## config.mk

```make
export PLATFORM = sky130hd
export DESIGN_NAME = batched_small_matrix_multiply
export DESIGN_NICKNAME = d
export VERILOG_FILES = /design/src/hw/rtl/bsmm_pkg.sv /design/src/hw/rtl/bsmm_ram.sv /design/src/hw/rtl/bsmm_queue.sv /design/src/hw/rtl/bsmm_front.sv /design/src/hw/rtl/bsmm_back.sv /design/src/hw/rtl/batched_small_matrix_multiply.sv
export SDC_FILE = /design/constraint.sdc
export NUM_CORES = 2
export LEC_CHECK = 0
export ABC_CLOCK_PERIOD_IN_PS = 14800
export BUFFER_PORTS_ARGS = -buffer_cell sky130_fd_sc_hd__buf_4
export CAP_MARGIN = 5
export CORE_ASPECT_RATIO = 1.1
export CORE_MARGIN = 2
export CORE_UTILIZATION = 55
export CTS_CLUSTER_DIAMETER = 100
export CTS_CLUSTER_SIZE = 40
export DETAILED_ROUTE_END_ITERATION = 10
export PLACE_DENSITY = 0.76
export SETUP_SLACK_MARGIN = 0.15
export SLEW_MARGIN = 5
export SYNTH_ARGS = -nofsm -noshare
export SYNTH_HDL_FRONTEND = slang
export SYNTH_SLANG_ARGS = --single-unit
```

## constraint.sdc

```tcl
create_clock -name clock -period 14.8 [get_ports clock]
set_input_delay 0.74 -clock clock [delete_from_list [all_inputs] [get_ports clock]]
set_output_delay 0.74 -clock clock [all_outputs]
set_load 0.02 [all_outputs]
```

## src/hw/rtl/bsmm_pkg.sv

```systemverilog
package bsmm_pkg;

   // fixed field widths
   localparam int DATA_W     = 32;
   localparam int CSR_DATA_W = 3;
   localparam int CSR_IDX_W  = 3;
   // clamped dimension, wide enough for the largest supported block edge
   localparam int DIM_W      = 4;
   // is_b and last flags that ride with each queued element
   localparam int CMD_TAG_W  = 2;

   localparam logic ACT_A = 1'b0;
   localparam logic ACT_B = 1'b1;

   typedef enum logic [CSR_IDX_W-1:0] {
      CSR_ROWS_OUT   = 3'd0,
      CSR_COLS_OUT   = 3'd1,
      CSR_INNER_SIZE = 3'd2,
      CSR_ROW_MAJOR  = 3'd3
   } csr_index_type;

   typedef enum logic {
      BK_LOAD,
      BK_CALC
   } bk_state_type;

   // clamped block shape, front to back
   typedef struct packed {
      logic [DIM_W-1:0] rows;
      logic [DIM_W-1:0] cols;
      logic [DIM_W-1:0] inner;
      logic             row_major;
   } cfg_type;

endpackage

```

## src/hw/rtl/bsmm_ram.sv

```systemverilog
module bsmm_ram #(
   parameter int WIDTH = 32,
   parameter int DEPTH = 16
) (
   input  logic                                    clock,
   input  logic                                    wr_en,
   input  logic [(DEPTH > 1 ? $clog2(DEPTH) : 1)-1:0] wr_addr,
   input  logic [WIDTH-1:0]                        wr_data,
   input  logic                                    rd_en,
   input  logic [(DEPTH > 1 ? $clog2(DEPTH) : 1)-1:0] rd_addr,
   output logic [WIDTH-1:0]                        rd_data
);

   logic [WIDTH-1:0] mem_ff [DEPTH];
   logic [WIDTH-1:0] rd_data_ff;

   always_ff @(posedge clock) begin
      if (wr_en) begin
         mem_ff[wr_addr] <= wr_data;
      end
      if (rd_en) begin
         rd_data_ff <= mem_ff[rd_addr];
      end
   end

   assign rd_data = rd_data_ff;

endmodule

```

## src/hw/rtl/bsmm_queue.sv

```systemverilog
module bsmm_queue #(
   parameter int WIDTH = 40,
   parameter int DEPTH = 4
) (
   input  logic             clock,
   input  logic             reset,
   input  logic             push_valid,
   output logic             push_ready,
   input  logic [WIDTH-1:0] push_data,
   output logic             pop_valid,
   input  logic             pop_ready,
   output logic [WIDTH-1:0] pop_data
);

   localparam int PW = (DEPTH > 1) ? $clog2(DEPTH) : 1;
   localparam int CW = $clog2(DEPTH + 1);

   logic [WIDTH-1:0] slot_ff [DEPTH];
   logic [PW-1:0]    wr_ptr_ff, wr_ptr_in;
   logic [PW-1:0]    rd_ptr_ff, rd_ptr_in;
   logic [CW-1:0]    count_ff, count_in;
   logic             do_push, do_pop;

   assign push_ready = (count_ff != CW'(DEPTH));
   assign pop_valid  = (count_ff != '0);
   assign pop_data   = slot_ff[rd_ptr_ff];
   assign do_push    = push_valid && push_ready;
   assign do_pop     = pop_valid && pop_ready;

   always_comb begin
      wr_ptr_in = wr_ptr_ff;
      rd_ptr_in = rd_ptr_ff;
      count_in  = count_ff;
      if (do_push) begin
         wr_ptr_in = (wr_ptr_ff == PW'(DEPTH - 1)) ? '0 : wr_ptr_ff + PW'(1);
      end
      if (do_pop) begin
         rd_ptr_in = (rd_ptr_ff == PW'(DEPTH - 1)) ? '0 : rd_ptr_ff + PW'(1);
      end
      if (do_push && !do_pop) begin
         count_in = count_ff + CW'(1);
      end else if (do_pop && !do_push) begin
         count_in = count_ff - CW'(1);
      end
   end

   always_ff @(posedge clock) begin
      if (reset) begin
         wr_ptr_ff <= '0;
         rd_ptr_ff <= '0;
         count_ff  <= '0;
      end else begin
         wr_ptr_ff <= wr_ptr_in;
         rd_ptr_ff <= rd_ptr_in;
         count_ff  <= count_in;
      end
   end

   always_ff @(posedge clock) begin
      if (do_push) begin
         slot_ff[wr_ptr_ff] <= push_data;
      end
   end

endmodule

```

## src/hw/rtl/bsmm_front.sv

```systemverilog
module bsmm_front #(
   parameter int MAX_DIM = 4,
   parameter int CMD_W   = 38
) (
   input  logic                                  clock,
   input  logic                                  reset,
   input  logic                                  req_valid,
   output logic                                  req_ready,
   input  logic                                  req_action,
   input  logic signed [bsmm_pkg::DATA_W-1:0]    req_elem_value,
   input  logic                                  csr_valid,
   output logic                                  csr_ready,
   input  logic [bsmm_pkg::CSR_IDX_W-1:0]        csr_index,
   input  logic [bsmm_pkg::CSR_DATA_W-1:0]       csr_data,
   output bsmm_pkg::cfg_type                     cfg,
   output logic                                  push_valid,
   input  logic                                  push_ready,
   output logic [CMD_W-1:0]                      push_data
);

   localparam int DEPTH = MAX_DIM * MAX_DIM;
   localparam int AW    = (DEPTH > 1) ? $clog2(DEPTH) : 1;
   localparam int CW    = $clog2(DEPTH + 1);
   localparam int SW    = 2 * bsmm_pkg::DIM_W;

   function automatic logic [bsmm_pkg::DIM_W-1:0] clamp_dim(
      input logic [bsmm_pkg::CSR_DATA_W-1:0] v
   );
      logic [bsmm_pkg::DIM_W-1:0] w;
      w = bsmm_pkg::DIM_W'(v);
      if (w == '0) begin
         return bsmm_pkg::DIM_W'(1);
      end else if (w > bsmm_pkg::DIM_W'(MAX_DIM)) begin
         return bsmm_pkg::DIM_W'(MAX_DIM);
      end
      return w;
   endfunction

   logic [bsmm_pkg::CSR_DATA_W-1:0] rows_ff, rows_in;
   logic [bsmm_pkg::CSR_DATA_W-1:0] cols_ff, cols_in;
   logic [bsmm_pkg::CSR_DATA_W-1:0] inner_ff, inner_in;
   logic                            row_major_ff, row_major_in;
   logic [CW-1:0]                   a_count_ff, a_count_in;
   logic [CW-1:0]                   b_count_ff, b_count_in;

   logic            csr_hit, accept, wr_a, wr_b, done;
   logic [SW-1:0]   a_size_full, b_size_full;
   logic [CW-1:0]   a_size, b_size, a_next, b_next;
   logic [AW-1:0]   wr_addr;

   assign csr_ready = 1'b1;
   assign csr_hit   = csr_valid && (csr_index inside {bsmm_pkg::CSR_ROWS_OUT,
      bsmm_pkg::CSR_COLS_OUT, bsmm_pkg::CSR_INNER_SIZE, bsmm_pkg::CSR_ROW_MAJOR});

   assign cfg.rows      = clamp_dim(rows_ff);
   assign cfg.cols      = clamp_dim(cols_ff);
   assign cfg.inner     = clamp_dim(inner_ff);
   assign cfg.row_major = row_major_ff;

   assign a_size_full = SW'(cfg.rows) * SW'(cfg.inner);
   assign b_size_full = SW'(cfg.inner) * SW'(cfg.cols);
   assign a_size      = CW'(a_size_full);
   assign b_size      = CW'(b_size_full);

   // an element for a block already full is taken and dropped
   assign wr_a   = (req_action == bsmm_pkg::ACT_A) && (a_count_ff < a_size);
   assign wr_b   = (req_action == bsmm_pkg::ACT_B) && (b_count_ff < b_size);
   assign a_next = wr_a ? a_count_ff + CW'(1) : a_count_ff;
   assign b_next = wr_b ? b_count_ff + CW'(1) : b_count_ff;
   assign done   = (a_next >= a_size) && (b_next >= b_size);

   assign req_ready  = push_ready;
   assign accept     = req_valid && req_ready;
   assign push_valid = req_valid && (wr_a || wr_b);
   assign wr_addr    = wr_a ? a_count_ff[AW-1:0] : b_count_ff[AW-1:0];
   assign push_data  = {wr_b, done, req_elem_value, wr_addr};

   always_comb begin
      rows_in      = rows_ff;
      cols_in      = cols_ff;
      inner_in     = inner_ff;
      row_major_in = row_major_ff;
      a_count_in   = a_count_ff;
      b_count_in   = b_count_ff;
      if (accept) begin
         a_count_in = done ? '0 : a_next;
         b_count_in = done ? '0 : b_next;
      end
      if (csr_valid) begin
         case (bsmm_pkg::csr_index_type'(csr_index))
            bsmm_pkg::CSR_ROWS_OUT:   rows_in      = csr_data;
            bsmm_pkg::CSR_COLS_OUT:   cols_in      = csr_data;
            bsmm_pkg::CSR_INNER_SIZE: inner_in     = csr_data;
            bsmm_pkg::CSR_ROW_MAJOR:  row_major_in = csr_data[0];
            default: ;
         endcase
      end
      // any write in the list drops a partly loaded pair
      if (csr_hit) begin
         a_count_in = '0;
         b_count_in = '0;
      end
   end

   always_ff @(posedge clock) begin
      if (reset) begin
         rows_ff      <= bsmm_pkg::CSR_DATA_W'(4);
         cols_ff      <= bsmm_pkg::CSR_DATA_W'(4);
         inner_ff     <= bsmm_pkg::CSR_DATA_W'(4);
         row_major_ff <= 1'b1;
         a_count_ff   <= '0;
         b_count_ff   <= '0;
      end else begin
         rows_ff      <= rows_in;
         cols_ff      <= cols_in;
         inner_ff     <= inner_in;
         row_major_ff <= row_major_in;
         a_count_ff   <= a_count_in;
         b_count_ff   <= b_count_in;
      end
   end

endmodule

```

## src/hw/rtl/bsmm_back.sv

```systemverilog
module bsmm_back #(
   parameter int MAX_DIM = 4,
   parameter int CMD_W   = 38
) (
   input  logic                               clock,
   input  logic                               reset,
   input  bsmm_pkg::cfg_type                  cfg,
   input  logic                               pop_valid,
   output logic                               pop_ready,
   input  logic [CMD_W-1:0]                   pop_data,
   output logic                               rsp_valid,
   input  logic                               rsp_ready,
   output logic signed [bsmm_pkg::DATA_W-1:0] rsp_prod_value,
   output logic                               rsp_clipped,
   output logic                               rsp_block_last
);

   localparam int DW    = bsmm_pkg::DATA_W;
   localparam int DEPTH = MAX_DIM * MAX_DIM;
   localparam int AW    = (DEPTH > 1) ? $clog2(DEPTH) : 1;
   localparam int IW    = (MAX_DIM > 1) ? $clog2(MAX_DIM) : 1;
   localparam int PW    = 2 * DW;
   localparam int ACC_W = PW + 2 + $clog2(MAX_DIM);
   localparam int NW    = bsmm_pkg::DIM_W;

   // queued element
   logic [AW-1:0] cmd_addr;
   logic [DW-1:0] cmd_value;
   logic          cmd_last, cmd_is_b;

   assign cmd_addr  = pop_data[AW-1:0];
   assign cmd_value = pop_data[AW+DW-1:AW];
   assign cmd_last  = pop_data[AW+DW];
   assign cmd_is_b  = pop_data[AW+DW+1];

   bsmm_pkg::bk_state_type state_ff, state_in;
   logic [IW-1:0] i_ff, i_in, j_ff, j_in, k_ff, k_in;

   logic          adv, issue, pop;
   logic          i_end, j_end, k_end, elem_end;
   logic [AW-1:0] a_addr, b_addr;
   logic [DW-1:0] a_rd, b_rd;

   // pipeline: read, multiply, accumulate, round
   logic                    s1_valid_ff, s1_first_ff, s1_lastk_ff, s1_blast_ff;
   logic                    s2_valid_ff, s2_first_ff, s2_lastk_ff, s2_blast_ff;
   logic signed [PW-1:0]    prod_ff;
   logic                    acc_done_ff, acc_blast_ff;
   logic signed [ACC_W-1:0] acc_ff, prod_ext, rnd;
   logic                    fits;
   logic                    rsp_valid_ff;
   logic [DW-1:0]           rsp_value_ff;
   logic                    rsp_clip_ff, rsp_last_ff;

   assign adv = !rsp_valid_ff || rsp_ready;

   assign i_end    = (NW'(i_ff) + NW'(1) == cfg.rows);
   assign j_end    = (NW'(j_ff) + NW'(1) == cfg.cols);
   assign k_end    = (NW'(k_ff) + NW'(1) == cfg.inner);
   assign elem_end = i_end && j_end && k_end;

   assign a_addr = cfg.row_major ? AW'(i_ff) * AW'(cfg.inner) + AW'(k_ff)
                                 : AW'(k_ff) * AW'(cfg.rows) + AW'(i_ff);
   assign b_addr = cfg.row_major ? AW'(k_ff) * AW'(cfg.cols) + AW'(j_ff)
                                 : AW'(j_ff) * AW'(cfg.inner) + AW'(k_ff);

   always_comb begin
      state_in = state_ff;
      case (state_ff)
         bsmm_pkg::BK_LOAD: if (pop && cmd_last) state_in = bsmm_pkg::BK_CALC;
         bsmm_pkg::BK_CALC: if (issue && elem_end) state_in = bsmm_pkg::BK_LOAD;
         default:           state_in = bsmm_pkg::BK_LOAD;
      endcase
   end

   always_comb begin
      pop   = 1'b0;
      issue = 1'b0;
      case (state_ff)
         bsmm_pkg::BK_LOAD: pop   = pop_valid;
         bsmm_pkg::BK_CALC: issue = adv;
         default: ;
      endcase
   end

   assign pop_ready = pop;

   // walk C in storage order, k innermost
   always_comb begin
      i_in = i_ff;
      j_in = j_ff;
      k_in = k_ff;
      if (pop && cmd_last) begin
         i_in = '0;
         j_in = '0;
         k_in = '0;
      end else if (issue) begin
         if (!k_end) begin
            k_in = k_ff + IW'(1);
         end else begin
            k_in = '0;
            if (cfg.row_major) begin
               j_in = j_end ? '0 : j_ff + IW'(1);
               if (j_end) i_in = i_end ? '0 : i_ff + IW'(1);
            end else begin
               i_in = i_end ? '0 : i_ff + IW'(1);
               if (i_end) j_in = j_end ? '0 : j_ff + IW'(1);
            end
         end
      end
   end

   always_ff @(posedge clock) begin
      if (reset) begin
         state_ff <= bsmm_pkg::BK_LOAD;
         i_ff     <= '0;
         j_ff     <= '0;
         k_ff     <= '0;
      end else begin
         state_ff <= state_in;
         i_ff     <= i_in;
         j_ff     <= j_in;
         k_ff     <= k_in;
      end
   end

   bsmm_ram #(.WIDTH(DW), .DEPTH(DEPTH)) u_a_store (
      .clock   (clock),
      .wr_en   (pop && !cmd_is_b),
      .wr_addr (cmd_addr),
      .wr_data (cmd_value),
      .rd_en   (adv),
      .rd_addr (a_addr),
      .rd_data (a_rd)
   );

   bsmm_ram #(.WIDTH(DW), .DEPTH(DEPTH)) u_b_store (
      .clock   (clock),
      .wr_en   (pop && cmd_is_b),
      .wr_addr (cmd_addr),
      .wr_data (cmd_value),
      .rd_en   (adv),
      .rd_addr (b_addr),
      .rd_data (b_rd)
   );

   assign prod_ext = {{(ACC_W - PW){prod_ff[PW-1]}}, prod_ff};
   assign rnd      = acc_ff + ACC_W'(32768);
   assign fits     = (&rnd[ACC_W-1:PW-17]) || !(|rnd[ACC_W-1:PW-17]);

   always_ff @(posedge clock) begin
      if (reset) begin
         s1_valid_ff  <= 1'b0;
         s2_valid_ff  <= 1'b0;
         acc_done_ff  <= 1'b0;
         rsp_valid_ff <= 1'b0;
      end else if (adv) begin
         s1_valid_ff  <= issue;
         s2_valid_ff  <= s1_valid_ff;
         acc_done_ff  <= s2_valid_ff && s2_lastk_ff;
         rsp_valid_ff <= acc_done_ff;
      end
   end

   always_ff @(posedge clock) begin
      if (adv) begin
         s1_first_ff <= (k_ff == '0);
         s1_lastk_ff <= k_end;
         s1_blast_ff <= i_end && j_end;
         s2_first_ff <= s1_first_ff;
         s2_lastk_ff <= s1_lastk_ff;
         s2_blast_ff <= s1_blast_ff;
         prod_ff     <= $signed(a_rd) * $signed(b_rd);
         if (s2_valid_ff) begin
            acc_ff       <= s2_first_ff ? prod_ext : acc_ff + prod_ext;
            acc_blast_ff <= s2_blast_ff;
         end
         if (acc_done_ff) begin
            rsp_clip_ff  <= !fits;
            rsp_last_ff  <= acc_blast_ff;
            rsp_value_ff <= fits ? rnd[PW-17:16]
                                 : (rnd[ACC_W-1] ? {1'b1, {(DW-1){1'b0}}}
                                                 : {1'b0, {(DW-1){1'b1}}});
         end
      end
   end

   assign rsp_valid      = rsp_valid_ff;
   assign rsp_prod_value = rsp_value_ff;
   assign rsp_clipped    = rsp_clip_ff;
   assign rsp_block_last = rsp_last_ff;

endmodule

```

## src/hw/rtl/batched_small_matrix_multiply.sv

```systemverilog
// channel   direction  transfer when        payload
// req       in         req_valid & ready    req_action, req_elem_value
// rsp       out        rsp_valid & ready    rsp_prod_value, rsp_clipped, rsp_block_last
// csr       in         csr_valid & ready    csr_index, csr_data
//
// the back loads every element of a pair from the queue, then forms rows*cols*inner
// products on the single multiply-accumulate path and takes no new element meanwhile
// each result passes the read, multiply, accumulate and round pipeline stages
// the front takes one transfer per cycle while the element queue has room
// reset is synchronous and clears counts, queue and valid flags, loads config defaults
// a stalled rsp freezes the compute pipeline, the queue then fills and stalls req
module batched_small_matrix_multiply #(
   parameter int MAX_DIM     = 4,
   parameter int QUEUE_DEPTH = 4
) (
   input  logic                                  clock,
   input  logic                                  reset,
   input  logic                                  req_valid,
   output logic                                  req_ready,
   input  logic                                  req_action,
   input  logic signed [bsmm_pkg::DATA_W-1:0]    req_elem_value,
   output logic                                  rsp_valid,
   input  logic                                  rsp_ready,
   output logic signed [bsmm_pkg::DATA_W-1:0]    rsp_prod_value,
   output logic                                  rsp_clipped,
   output logic                                  rsp_block_last,
   input  logic                                  csr_valid,
   output logic                                  csr_ready,
   input  logic [bsmm_pkg::CSR_IDX_W-1:0]        csr_index,
   input  logic [bsmm_pkg::CSR_DATA_W-1:0]       csr_data
);

   localparam int DEPTH = MAX_DIM * MAX_DIM;
   localparam int AW    = (DEPTH > 1) ? $clog2(DEPTH) : 1;
   // queued element: is_b, last-of-pair, value, store address
   localparam int CMD_W = AW + bsmm_pkg::DATA_W + bsmm_pkg::CMD_TAG_W;

   bsmm_pkg::cfg_type cfg;
   logic              push_valid, push_ready;
   logic [CMD_W-1:0]  push_data;
   logic              pop_valid, pop_ready;
   logic [CMD_W-1:0]  pop_data;

   // front: config registers, load counts, element classification
   bsmm_front #(.MAX_DIM(MAX_DIM), .CMD_W(CMD_W)) u_front (
      .clock          (clock),
      .reset          (reset),
      .req_valid      (req_valid),
      .req_ready      (req_ready),
      .req_action     (req_action),
      .req_elem_value (req_elem_value),
      .csr_valid      (csr_valid),
      .csr_ready      (csr_ready),
      .csr_index      (csr_index),
      .csr_data       (csr_data),
      .cfg            (cfg),
      .push_valid     (push_valid),
      .push_ready     (push_ready),
      .push_data      (push_data)
   );

   // decouples loading from compute
   bsmm_queue #(.WIDTH(CMD_W), .DEPTH(QUEUE_DEPTH)) u_queue (
      .clock      (clock),
      .reset      (reset),
      .push_valid (push_valid),
      .push_ready (push_ready),
      .push_data  (push_data),
      .pop_valid  (pop_valid),
      .pop_ready  (pop_ready),
      .pop_data   (pop_data)
   );

   // back: element stores, multiply-accumulate, rounding and saturation
   bsmm_back #(.MAX_DIM(MAX_DIM), .CMD_W(CMD_W)) u_back (
      .clock          (clock),
      .reset          (reset),
      .cfg            (cfg),
      .pop_valid      (pop_valid),
      .pop_ready      (pop_ready),
      .pop_data       (pop_data),
      .rsp_valid      (rsp_valid),
      .rsp_ready      (rsp_ready),
      .rsp_prod_value (rsp_prod_value),
      .rsp_clipped    (rsp_clipped),
      .rsp_block_last (rsp_block_last)
   );

endmodule
```

# Yosys cells after proc, flatten, opt, wreduce, memory -nomap -nowiden
# Memories as Yosys holds them, arrays and structs flattened. A register that Yosys moved wholly into a read port is not among the register bits.
# Index checks and enable logic that the tools add are counted.
# W data, S select, Z words.
[op_classes]
n_addsub = 18
multipliers = 7
magnitude_cmp = 7
eq_ne = 10
n_mux = 49
bitwise_logic = 2
reduce_logical = 47
[ops]
columns = ["op", "n"]
rows = [
  ["$add A68 B17 Y68 const B", 1],
  ["$add A68 B64 Y68", 1],
  ["$mux W68", 1],
  ["$mul A32 B32 Y64", 1],
  ["$mux W32", 2],
  ["$mux W4", 12],
  ["$mux W2", 11],
  ["$reduce_and A21 Y1", 1],
  ["$reduce_or A21 Y1", 1],
  ["$mux W5", 4],
  ["$logic_and A1 B1 Y1", 17],
  ["$add A4 B2 Y4", 4],
  ["$mul A2 B4 Y4", 4],
  ["$mux W1", 16],
  ["$eq A4 B4 Y1", 3],
  ["$logic_not A3 Y1", 4],
  ["$reduce_and A2 Y1", 6],
  ["$add A2 B1 Y2 const B", 5],
  ["$add A5 B1 Y5 const B", 2],
  ["$ge A5 B5 Y1", 2],
  ["$lt A5 B5 Y1", 2],
  ["$mul A4 B4 Y5", 2],
  ["$add A2 B1 Y3 const B", 3],
  ["$gt A3 B3 Y1 const B", 3],
  ["other kinds (18)", 32],
]
[word_totals]
register_bits = 211
mem_bits_rw = 1176
input_bits = 44
memories = 3
[memory_table]
columns = ["name", "words", "word_bits", "read_ports", "rd_ports_with_merged_regs", "wr", "line_no", "text"]
rows = [
  ["u_back.u_a_store.mem_ff", 16, 32, 1, 1, 1, "bsmm_ram.sv:14", "logic [WIDTH-1:0] mem_ff [DEPTH];"],
  ["u_back.u_b_store.mem_ff", 16, 32, 1, 1, 1, "bsmm_ram.sv:14", ""],
  ["u_queue.slot_ff", 4, 38, 1, 1, 1, "bsmm_queue.sv:18", "logic [WIDTH-1:0] slot_ff [DEPTH];"],
]

# Logic depth before layout (Yosys ltp)
[logic_depth]
ltp_word = 14
depth_mapped = 29
ltp_nobuf = 27

# Modules after synthesis
# A second synthesis with hierarchy kept.
[hier_totals]
hier_cells = 7358
hier_area_um2 = 97333.4
[modules_own_cells]
columns = ["mod", "instances", "cells_each", "area_each_um2"]
rows = [
  ["bsmm_back", 1, 5160, 48719.2],
  ["bsmm_ram at u_back.u_b_store", 1, 838, 20174.3],
  ["bsmm_ram at u_back.u_a_store", 1, 838, 20155.6],
  ["bsmm_queue", 1, 246, 5949.5],
  ["bsmm_front", 1, 276, 2334.7],
]

# Worst setup path before layout
# No wires, ideal clock.
[synth_timing]
path_type = "reg-to-reg"
start = "register u_back.u_a_store.rd_data_ff[31] (netlist: u_back.u_a_store.rd_data[31]), read port of u_back.u_a_store.mem_ff"
end = "register u_back.prod_ff[63] (data pin)"
setup_time_ps = 260
arrival_ps = 7957
required_time_ps = 14540
setup_slack_ps = 6583
path_stages_with_launch = 24
period_less_slack_ps = 8217
path_cell_list = "edfxtp_1 -> clkbuf_1 -> nand2_1 -> fa_1 -> fa_1 -> inv_1 -> fa_1 -> fa_1 -> inv_1 -> fa_1 -> inv_1 -> fa_1 -> fa_1 -> fa_1 -> ha_1 -> a21o_1 -> a21o_1 -> a21o_1 -> o2bb2ai_1 -> a2111oi_0 -> o311ai_1 -> a21oi_1 -> a21oi_1 -> xnor2_1"
[synth_between]
elab_chain_len = 1
[synth_lines]
columns = ["item", "line_no", "text"]
rows = [
  ["start, declared", "bsmm_ram.sv:15", "logic [WIDTH-1:0] rd_data_ff;"],
  ["$mul A32 B32 Y64", "bsmm_back.sv:173", "prod_ff <= $signed(a_rd) * $signed(b_rd);"],
  ["end signal, assigned", "bsmm_back.sv:173", ""],
  ["end, declared", "bsmm_back.sv:47", "logic signed [PW-1:0] prod_ff;"],
]
# Every way passes these cells.
# A chain may end at the register's enable or synchronous reset.

# Worst setup path after layout
[layout_timing]
start = "register u_back.u_b_store.rd_data_ff[0] (netlist: u_back.u_b_store.rd_data[0]), read port of u_back.u_b_store.mem_ff"
end = "register u_back.prod_ff[63] (data pin)"
[layout_between]
elab_chain_len = 1
[layout_lines]
columns = ["item", "line_no"]
rows = [
  ["start, declared", "bsmm_ram.sv:15"],
  ["$mul A32 B32 Y64", "bsmm_back.sv:173"],
]
# Every way passes these cells.

==> summary.md <==
| Metric | Value |
|---|---|
| RR Endpoint | `u_back.prod_ff[63]` |
| Max-slew headroom | `between 10% and 20%` |
| Final routed DRC violation total | `0` |
| Core Rows | `161` |
| Vias per std cell | `5.91` |
| Most common cell after layout, fill and taps aside | `edfxtp_1` |
| Reg-to-reg critical path startpoint | `u_back.u_b_store.rd_data[0]` |
| Vias in the first global route | `60,800` |
| R2R depth | `23` |
| Routed len/inst | `22.6 um` |
| # IOs | `81` |
| Fin cells | `9,616` |
| Met1 Use GR | `32.3%` |
| Post-DP Area | `100,000 sq um` |
| Setup TNS | `0 ps` |
| Synth Area in Adders | `about a quarter` |
| Root Driver | `clkbuf_16` |
| Buf/Inv on CP | `4` |
| Seq cells post-synth | `1,453` |
| CTS Sinks | `approximately 1,500` |
| Clock slew at reported path FFs | `130 ps` |
| Postcts setup bufs | `0` |
| Hold Crit Class | `primary input to flop` |
| Cell Area, Synth | `97,200 sq um` |
| Met3 usage | `3.60%` |
| Tmin final | `9440 ps` |
| GRT overflow | `0` |
| Worst slew pin tran | `between 1000 and 1500 ps` |
| Number of max-cap violations | `0` |
| Status | `completed` |
| CP max-delay cell | `fa_1` |
| Critical path class | `flop to flop` |
| Final hold vios | `0` |
| GR Util met2 | `42.6%` |
| Warnings from Yosys | `0` |
| Synth unique cells | `80` |
| Final ANT Viol Nets | `0` |
| F_max | `106 MHz` |
| Critical path fanouts, max | `32` |
| Crit path max-delay family | `adder cells` |
| Die height | `445 um` |
| Die Wd | `405 um` |
| First-pass GRT wire length | `~340,000 um` |
| RSZ-0062 raised after global routing | `no` |
| Gate count of the mapped netlist | `7,428` |
| Mux contribution to synthesized area | `~7.2%` |
| Pre-antenna DRT Iters | `6` |
| CTS-repair resized insts | `0` |
| FF/Latch Area | `43,200 sq um` |
| Most used cell, CP | `fa_1` |
| Worst hold endpoint | `u_queue.slot_ff[2][11]` |
| HPWL after DPL | `~150,000 um` |
| Final worst-path cycle share | `63.8%` |
| Largest family of logic cells by synthesized area | `adder cells` |
| Number of enable flip-flop cells after synthesis | `about 1,400` |
| IO buf count | `~80` |
| Crit start category | `flop` |
| DRT iter0 DRCs | `4,946` |
| Final wirelength | `~220,000 um` |
| Core area | `175,000 sq um` |
| CTS tree | `built` |
| GRT Max-Usage Layer | `met2` |
| Share of cells above drive strength 1 | `9.11%` |
| Compound-Gate Fraction of Synth Area | `4.66%` |
| Main flop type after synthesis | `edfxtp_1` |
| CP cell instances | `and2_1 -> ha_1 -> inv_1 -> fa_1 -> inv_1 -> fa_1 -> fa_1 -> inv_1 -> fa_1 -> inv_1 -> fa_1 -> fa_1 -> fa_1 -> ha_1 -> a21o_1 -> a21o_1 -> a21o_1 -> o2bb2ai_1 -> a2111oi_0 -> o311ai_1 -> a21oi_1 -> a21oi_1 -> xnor2_1` |
| Worst-skew pair later-pin latency | `around 780 ps` |
| Die Area | `180,000 sq um` |
| Syn avg cell area | `13.1 sq um` |
| CTS max path bufs | `3` |
| Post-route cell area | `102,000 sq um` |
| CP required | `about 15,000 ps` |
| Worst R2R Setup Slack | `approximately 5400 ps` |
| Placed Cells | `9,538` |
| H-Tree Depth | `2` |
| Area growth syn-to-layout | `5.15%` |
| # nets final | `8,755` |
| Initial antenna violation count | `6` |
| XOR/XNOR Fraction of Synth Area | `about 1.9%` |
| Worst Setup End Kind | `flop` |
| Hold buffers post-CTS | `0` |
| Post-synth ARST share | `0%` |
| Routed vias | `56,800` |
| Filler instances | `13,400` |
| Syn nets | `8,875` |
| Area of the multi-input gates | `48,900 sq um` |
| Initial Util | `55.5%` |
| Simple-Gate Fraction of Synth Area | `9.77%` |
| Most frequent cells in the layout | `edfxtp_1 (1,413), fa_1 (1,094), inv_1 (1,047)` |
| WHS Path Cells | `1` |
| GRT Total Usage | `roughly a quarter` |
| Final setup fails | `0` |
| CP peak stage delay | `1070 ps` |
| Crit path DAT | `9880 ps` |
| Gpl congestion | `0.914` |
| CTS buffer count | `50` |
| Worst Clk Skew | `~120 ps` |
| Max-slew violations | `0` |
| Register area share after synthesis | `44.5%` |
| Hold_sp | `req_elem_value[7]` |
| Largest net degree at the start of global routing | `100` |
-- per-layer routing --
metal | part of all wire (%) | wire (um) | up-vias
met3 | 7.9 | 17200 | 387
met2 | 51 | 110000 | 2379
met5 | 0.012 | 26 | -
li1 | - | - | 24700
met1 | 39 | 83900 | 29300
met4 | 2.7 | 5960 | 4
-- cells by family (layout without fill, tap and decap cells) --
group           count (synthesis)  in the layout
mux                           328            328
xor+xnor                      207            207
buf+inv                      1416           1321
flops                        1453           1453
other cells                     1              2
fa+ha+maj                    1403           1403
compound gates                703            703
simple gates                 1917           1917
-- state kept, by name, indices dropped and copies added (netlist names), 5 cells and up, named ones only --
signal,flops
u_front.a_count_ff,5
u_back.u_b_store.mem_ff,512
u_front.b_count_ff,5
u_back.rsp_prod_value,32
u_queue.slot_ff,152
u_back.prod_ff,64
u_back.u_a_store.mem_ff,512
u_back.u_b_store.rd_data,32
u_back.acc_ff,68
u_back.u_a_store.rd_data,32
-- final cells by class --
type,count,area share [%]
Inverter,1050,3.86
Multi-Input combinational cell,4559,47.9
Clock buffer,59,1.26
Clock inverter,18,0.436
Sequential cell,1453,42.3
Antenna cell,1,0.00245
Timing Repair Buffer,194,1.45
Tap cell,2282,2.79
-- worst reg2reg max path, stage by stage (launching register included) --
cell and delay, ps:
edfxtp_1 1000, and2_1 290, ha_1 280, inv_1 180, fa_1 490, inv_1 100, fa_1 700, fa_1 1080
inv_1 400, fa_1 590, inv_1 60, fa_1 560, fa_1 440, fa_1 470, ha_1 370, a21o_1 210
a21o_1 180, a21o_1 190, o2bb2ai_1 160, a2111oi_0 740, o311ai_1 220, a21oi_1 250, a21oi_1 120, xnor2_1 150
-- synthesized netlist by cell type, types with 29 or more instances --
library cell | instances | share of area [%]
ha_1 | 309 | 4.0
nand2_1 | 838 | 3.2
mux4_2 | 294 | 6.8
nor2b_1 | 51 | 0.33
nor2_1 | 173 | 0.67
a31oi_1 | 78 | 0.50
inv_1 | 1048 | 4.0
nand2b_1 | 32 | 0.21
xnor2_1 | 124 | 1.1
a21o_1 | 79 | 0.61
nand4_1 | 45 | 0.29
nand3_1 | 59 | 0.30
a211oi_1 | 77 | 0.59
clkbuf_1 | 314 | 1.2
edfxtp_1 | 1413 | 44
and2_1 | 586 | 3.8
a21oi_1 | 174 | 0.90
xor2_1 | 83 | 0.75
buf_1 | 35 | 0.14
nor3_1 | 31 | 0.16
and3_1 | 29 | 0.19
fa_1 | 1094 | 23
dfxtp_1 | 40 | 0.82
o21ai_0 | 129 | 0.66
-- metrics by stage --
step | utilization, % | worst slack (ps) | hold WS (ps)
after floorplan | - | 6580 | 400
after global placement | 57.3 | 5500 | 401
after detailed placement | 57.3 | 5300 | 405
after CTS | 58.3 | 5350 | 117
after global routing | 58.3 | 4900 | 123
final | 58.3 | 5360 | 147
-- worst max-delay path by stage --
stage	start	end	slack (ps)	cells past startpoint
after floorplan	u_back.u_a_store.rd_data[31]	u_back.prod_ff[63]	6580	23
after global placement	u_back.u_b_store.rd_data[0]	u_back.prod_ff[63]	5500	23
after detailed placement	u_back.u_b_store.rd_data[1]	u_back.prod_ff[63]	5300	23
after CTS	u_back.u_b_store.rd_data[1]	u_back.prod_ff[63]	5350	23
after global routing	u_back.u_b_store.rd_data[0]	u_back.prod_ff[63]	4900	23
final	u_back.u_b_store.rd_data[0]	u_back.prod_ff[63]	5360	23
Power is left out: the tool's default activity adds up to more than one toggle a clock period on the data nets, which glitch-free logic cannot reach.
